## config.mk

```make
export PLATFORM = sky130hd
export DESIGN_NAME = scdm_div
export DESIGN_NICKNAME = d
export VERILOG_FILES = /design/src/hdl/scdm_pkg.sv /design/src/hdl/scdm_div.sv
export SDC_FILE = /design/constraint.sdc
export NUM_CORES = 1
export LEC_CHECK = 0
export ABC_AREA = 1
export BUFFER_PORTS_ARGS = -buffer_cell sky130_fd_sc_hd__buf_2
export CAP_MARGIN = 30
export CORE_MARGIN = 2
export CORE_UTILIZATION = 50
export DETAILED_ROUTE_END_ITERATION = 7
export GPL_TIMING_DRIVEN = 0
export PLACE_DENSITY = 0.83
export RECOVER_POWER = 100
export SLEW_MARGIN = 20
export SYNTH_ARGS = -nofsm -noshare
export SYNTH_HDL_FRONTEND = slang
export SYNTH_SLANG_ARGS = --single-unit
```

## constraint.sdc

```tcl
create_clock -name clk -period 3.1 [get_ports clk]
set_clock_uncertainty 0.2 [all_clocks]
set_input_delay 0.31 -clock clk [delete_from_list [all_inputs] [get_ports clk]]
set_output_delay 0.31 -clock clk [all_outputs]
set_load 0.005 [all_outputs]
```

## src/hdl/scdm_pkg.sv

```systemverilog
package scdm_pkg;

  // Delay line and field widths
  localparam int DEF_LINE_DEPTH = 4096;
  localparam int SMP_W          = 24;
  localparam int ACC_W          = 32;
  localparam int DLY_W          = 28;
  localparam int PER_W          = 20;
  localparam int GAIN_W         = 32;
  localparam int CUR_W          = 32;
  localparam int INT_W          = 16;
  localparam int FRAC_SH        = 8;
  localparam int FRAC_W         = 8;
  localparam int CTR_W          = DLY_W + 1 - INT_W;

  // Shared multiplier
  localparam int MUL_A_W = SMP_W + 1;
  localparam int MUL_B_W = GAIN_W + 1;
  localparam int PROD_W  = MUL_A_W + MUL_B_W;

  // Divider for the LFO step
  localparam int QUO_W      = 32;
  localparam int DIV_W      = 20;
  localparam int STEP_CNT_W = 6;
  localparam logic [STEP_CNT_W-1:0] DIV_STEPS_FULL = STEP_CNT_W'(QUO_W);

  // Configuration port
  localparam int CFG_IDX_W  = 2;
  localparam int CFG_DATA_W = 32;

  localparam logic [DLY_W-1:0]  RST_MIN_DELAY = DLY_W'(28901376);
  localparam logic [DLY_W-1:0]  RST_MAX_DELAY = DLY_W'(43352064);
  localparam logic [PER_W-1:0]  RST_PERIOD    = PER_W'(176400);
  localparam logic [GAIN_W-1:0] RST_GAIN      = 32'd4294924346;

  typedef enum logic [CFG_IDX_W-1:0] {
    CFG_MIN_DELAY  = 2'd0,
    CFG_MAX_DELAY  = 2'd1,
    CFG_LFO_PERIOD = 2'd2,
    CFG_INPUT_GAIN = 2'd3
  } cfg_reg_t;

  typedef enum logic [3:0] {
    ST_IDLE,
    ST_PLAN,
    ST_STEP_DIV,
    ST_MIX,
    ST_WRITE,
    ST_ADDR,
    ST_RD_A,
    ST_RD_B,
    ST_RD_C,
    ST_RD_D,
    ST_RD_E,
    ST_MUL_R,
    ST_DONE
  } state_t;

  typedef struct packed {
    logic                  start;
    logic [QUO_W-1:0]      dividend;
    logic [DIV_W-1:0]      divisor;
    logic [STEP_CNT_W-1:0] steps;
  } div_req_t;

  typedef struct packed {
    logic             done;
    logic [QUO_W-1:0] quotient;
  } div_rsp_t;

endpackage

```

## src/hdl/scdm_div.sv

```systemverilog
module scdm_div import scdm_pkg::*; (
  input  logic     clk,
  input  logic     rst_n,
  input  div_req_t req,
  output div_rsp_t rsp
);

  logic [QUO_W-1:0]      quo_r;
  logic [DIV_W-1:0]      rem_r;
  logic [DIV_W-1:0]      dsr_r;
  logic [STEP_CNT_W-1:0] cnt_r;
  logic                  busy_r;
  logic                  done_r;

  logic [DIV_W:0]   shifted;
  logic [DIV_W+1:0] trial;
  logic             fits;

  // One restoring step: bring down the next dividend bit, subtract if it fits
  assign shifted = {rem_r, quo_r[QUO_W-1]};
  assign trial   = {1'b0, shifted} - {2'b00, dsr_r};
  assign fits    = ~trial[DIV_W+1];

  always_ff @(posedge clk) begin
    if (!rst_n) begin
      busy_r <= 1'b0;
      done_r <= 1'b0;
      cnt_r  <= '0;
    end else begin
      done_r <= 1'b0;
      if (req.start) begin
        busy_r <= 1'b1;
        cnt_r  <= req.steps;
      end else if (busy_r) begin
        cnt_r <= cnt_r - 1'b1;
        if (cnt_r == STEP_CNT_W'(1)) begin
          busy_r <= 1'b0;
          done_r <= 1'b1;
        end
      end
    end
  end

  always_ff @(posedge clk) begin
    if (req.start) begin
      quo_r <= req.dividend;
      rem_r <= '0;
      dsr_r <= req.divisor;
    end else if (busy_r) begin
      quo_r <= {quo_r[QUO_W-2:0], fits};
      rem_r <= fits ? trial[DIV_W-1:0] : shifted[DIV_W-1:0];
    end
  end

  assign rsp.done     = done_r;
  assign rsp.quotient = quo_r;

endmodule

```

==> metrics.md <==
| Metric | Value |
|---|---|
| Result of the run | completed |
| Most common flop cell mapped by yosys | edfxtp_1 |
| Number of DRC markers after the initial detailed-route iteration | 232 |
| DRC violations left | 0 |
| Final RePlAce weighted congestion | 0.999 |
| Global-route usage over all layers | 24.2% |
| Final Cycle Share | 84.4% |
| Worst Max-Slew Pin Slew | 1.40 ns |
| Combinational power share | 15.6% |
| Placed Cells incl. Taps | 880 |
| Sequential power share | 53.7% |
| R2r startpoint | dsr_r[7]$_DFFE_PP_ |
| Unrepaired setup endpoints after global routing | no |
| Fill cell total of the finished layout | 888 |
| Maximum fanout count along the critical path | 10 |
| Number of synthesized flops with an enable pin | 52 |
| Initial antenna violation count | 0 |
| Total Die Area | 0.0104 mm² |
| Leading post-synthesis cells by cell area | edfxtp_1, nand2_1, dfxtp_1, inv_1, ha_1 |
| Worst setup timing slack at the placement stage | 0.500 ns |
| Post-route antenna net violation count | 0 |
| Worst-skew pair later-pin latency | 0.36 ns |
| H-tree levels | 3 |
| Number of cells on the worst reg-to-reg path | 13 |
| Final Cell Area | 0.00582 mm² |
| Sequential area share after synthesis | 44.0% |
| Global-route wire length before repair | 19900 µm |
| Final min period | 2.62 ns |
| I/O pin total | 94 |
| Area of the mapped netlist | 0.00482 mm² |
| Count of different cell masters after synthesis | 33 |
| Final Non-Filler Cells | 919 |
| Worst R2R End | quo_r[0]$_DFFE_PP_ |
| Sequential standard cell area | 0.00212 mm² |
| Critical Path Source | dsr_r[7]$_DFFE_PP_ |
| PostCTS Resize Cnt | 0 |
| Antenna Cells | 0 |
| Reg-to-reg slack, setup | 0.48 ns |
| Most common cell after layout, fill and taps aside | nand2_1 |
| Total count of max-transition violations in the final report | 0 |
| Leading cell types in the layout, fill and taps excluded | nand2_1, inv_1, buf_2 |
| Delay-heaviest family, CP | simple AND/OR/NAND/NOR gates |
| Signed area change from the synthesized netlist to the final layout | 20.6% |
| Critical path launch point type | register |
| Final WL | 11900 µm |
| Logic depth of the worst path, buffers included | 13 |
| Crit end category | register |
| Maximum vdd ir drop | 0.375 mV |
| Final hold vios | 0 |
| Clock slew at reported path FFs | 0.10 ns |
| Total negative slack | 0 ns |
| Switching part of the total power | 28.8% |
| Int Pwr | 1.67 mW |
| Die Ht | 102 µm |
| Highest-delay cell along the critical path | ha_1 |
| Wire per inst | 12.9 µm |
| Data required time of the critical path | 3.02 ns |
| Mean cell area of the mapped netlist | 7.33 µm² |
| Class of the most critical hold timing path | primary input to register |
| Cell seen most often among critical-path stages | nand2_1 |
| TritonCTS buffer count | 9 |
| Buffers from clock root to sink, at most | 2 |
| Signal arrival time at the worst endpoint | 2.54 ns |
| Post-Synthesis Cells | 658 |
| Ratio of cells with drive above 1 in the final layout | 14.6% |
| Maximum clock frequency | 382 MHz |
| Maximum number of pins on one net before global-route repair | 38 |
| Capture point of the critical path | quo_r[0]$_DFFE_PP_ |
| DRT Pass-1 Iters | 5 |
| Number of global-route vias before repair | 4523 |
| Number of synthesized register bits | 80 |
| Final HPWL from detailed placement | 8760 µm |
| Tot Pwr | 2.35 mW |
| Leak | 3.03 nW |
| Mean number of vias per cell | 5.00 |
| Critical Path, Cell by Cell | inv_1, ha_1, nand2_2, inv_1, nand2_1, nand2_1, nand2_1, nand2_1, nand2_1, nand3_1, buf_6, nand2_1, nand2_1 |
| Total power density per cell area | 404 mW/mm² |
| Async set or reset register ratio after synthesis | 0% |
| CP Buf/Inv Count | 3 |
| Setup violators final | 0 |
| Port buffer count | 93 |
| CP Class | register to register |
| Min setup slack post-route | 0.483 ns |
| Switching power | 677 µW |
| Rel. slew slack | 6.68% |
| Post-placement cell area | 0.00545 mm² |
| Yosys Warn Count | 0 |
| Clk pwr share | 30.6% |
| Number of placement rows | 35 |
| Total via count after detailed routing | 4596 |
| Cell type with the largest total area after synthesis | edfxtp_1 |
| Overall overflow remaining after global route | 0 |
| Max-cap violation count | 0 |
| Number of nets produced by synthesis | 742 |
| X dimension of the die | 102 µm |
| Post-layout net count | 869 |
| Portion of synthesized cell area occupied by the leading cell type | 32.4% |
| Hold wc startpoint | req[45] |
| Core Region | 0.00928 mm² |
| Slowest cell delay on critical path | 0.35 ns |
| TritonCTS sink count | 80 |
| Starting utilization of the core area | 51.9% |
| Clock root cell | clkbuf_8 |
| Multi-input gate area in the final layout | 0.00216 mm² |
| TritonCTS clock tree | built |
per-stage QoR:
stage,hold WS (ns),util [%]
after floorplan,0.208,-
after global placement,0.261,58.7
after detailed placement,0.265,58.7
after CTS,0.000476,63.1
after global routing,0.00187,62.7
final,0.0107,62.7
power groups by stage:
stage          clock [mW]  combinational [mW]  sequential [mW]
2_1_floorplan           0               0.201             1.28
5_1_grt             0.781               0.414             1.27
3_3_place_gp            0               0.336             1.28
4_1_cts             0.735               0.373             1.26
6_report            0.719               0.368             1.26
3_5_place_dp            0               0.349             1.28
synthesized netlist by cell type (7+ instances only):
master      n
edfxtp_1   52
xnor2_1     7
a21oi_1     9
o21ai_1     7
nand2_1   271
dfxtp_1    28
inv_1     107
nand4_1    21
ha_1       22
nor2_1     27
nand3_1    47
worst reg2reg max path, cell delays in order, from the launching register on:
cell and delay (ns):
edfxtp_1 0.33, inv_1 0.05, ha_1 0.35, nand2_2 0.16, inv_1 0.05, nand2_1 0.06
nand2_1 0.06, nand2_1 0.07, nand2_1 0.07, nand2_1 0.32, nand3_1 0.30, buf_6 0.25
nand2_1 0.07, nand2_1 0.06
area by class of cell:
class,instances,share of cell area [%]
Buffer,17,1.48
Clock buffer,9,2.13
Clock inverter,7,0.925
Inverter,115,7.42
Multi-Input combinational cell,446,37.2
Sequential cell,80,36.5
Tap cell,129,2.77
Timing Repair Buffer,116,11.6
kinds of logic after synthesis:
logic type / share of synthesized area, %
and+or+nand+nor: 33.8
buffers and inverters: 10.7
DFF: 44.0
AOI/OAI and AO/OA: 3.50
adders and majority gates: 6.12
xor gates and xnor gates: 1.82
how the worst min path moves through the flow:
stage | to | slack (ns) | depth (start not counted)
detailed placement | rem_r[14]$_SDFFE_PP0P_ | 0.26 | 2
finish | quo_r[19]$_DFFE_PP_ | 0.01 | 3
floorplan | cnt_r[0]$_SDFFE_PN0P_ | 0.21 | 2
global route | quo_r[5]$_DFFE_PP_ | 0.002 | 3
CTS | cnt_r[0]$_SDFFE_PN0P_ | 0.0005 | 3
global placement | rem_r[19]$_SDFFE_PP0P_ | 0.26 | 2
routing by layer:
metal	wire (µm)	GRT usage [%]	up-vias
met5	0	0	-
met3	1020	6.91	24
met2	5590	41.3	190
met4	240	8.92	0
li1	-	-	2321
met1	5010	29.0	2061
repair_timing:
item | CTS | global route
setup buffers | 0 | 0
endpoints found under the hold margin | 23 | 0
hold buffers | 23 | 0
flip-flops by register name (all words and copies together), names as in the netlist:
name / count
busy_r: 1
cnt_r: 6
done_r: 1
dsr_r: 20
quo_r: 32
rem_r: 20
(Power assumes the default switching activity.)
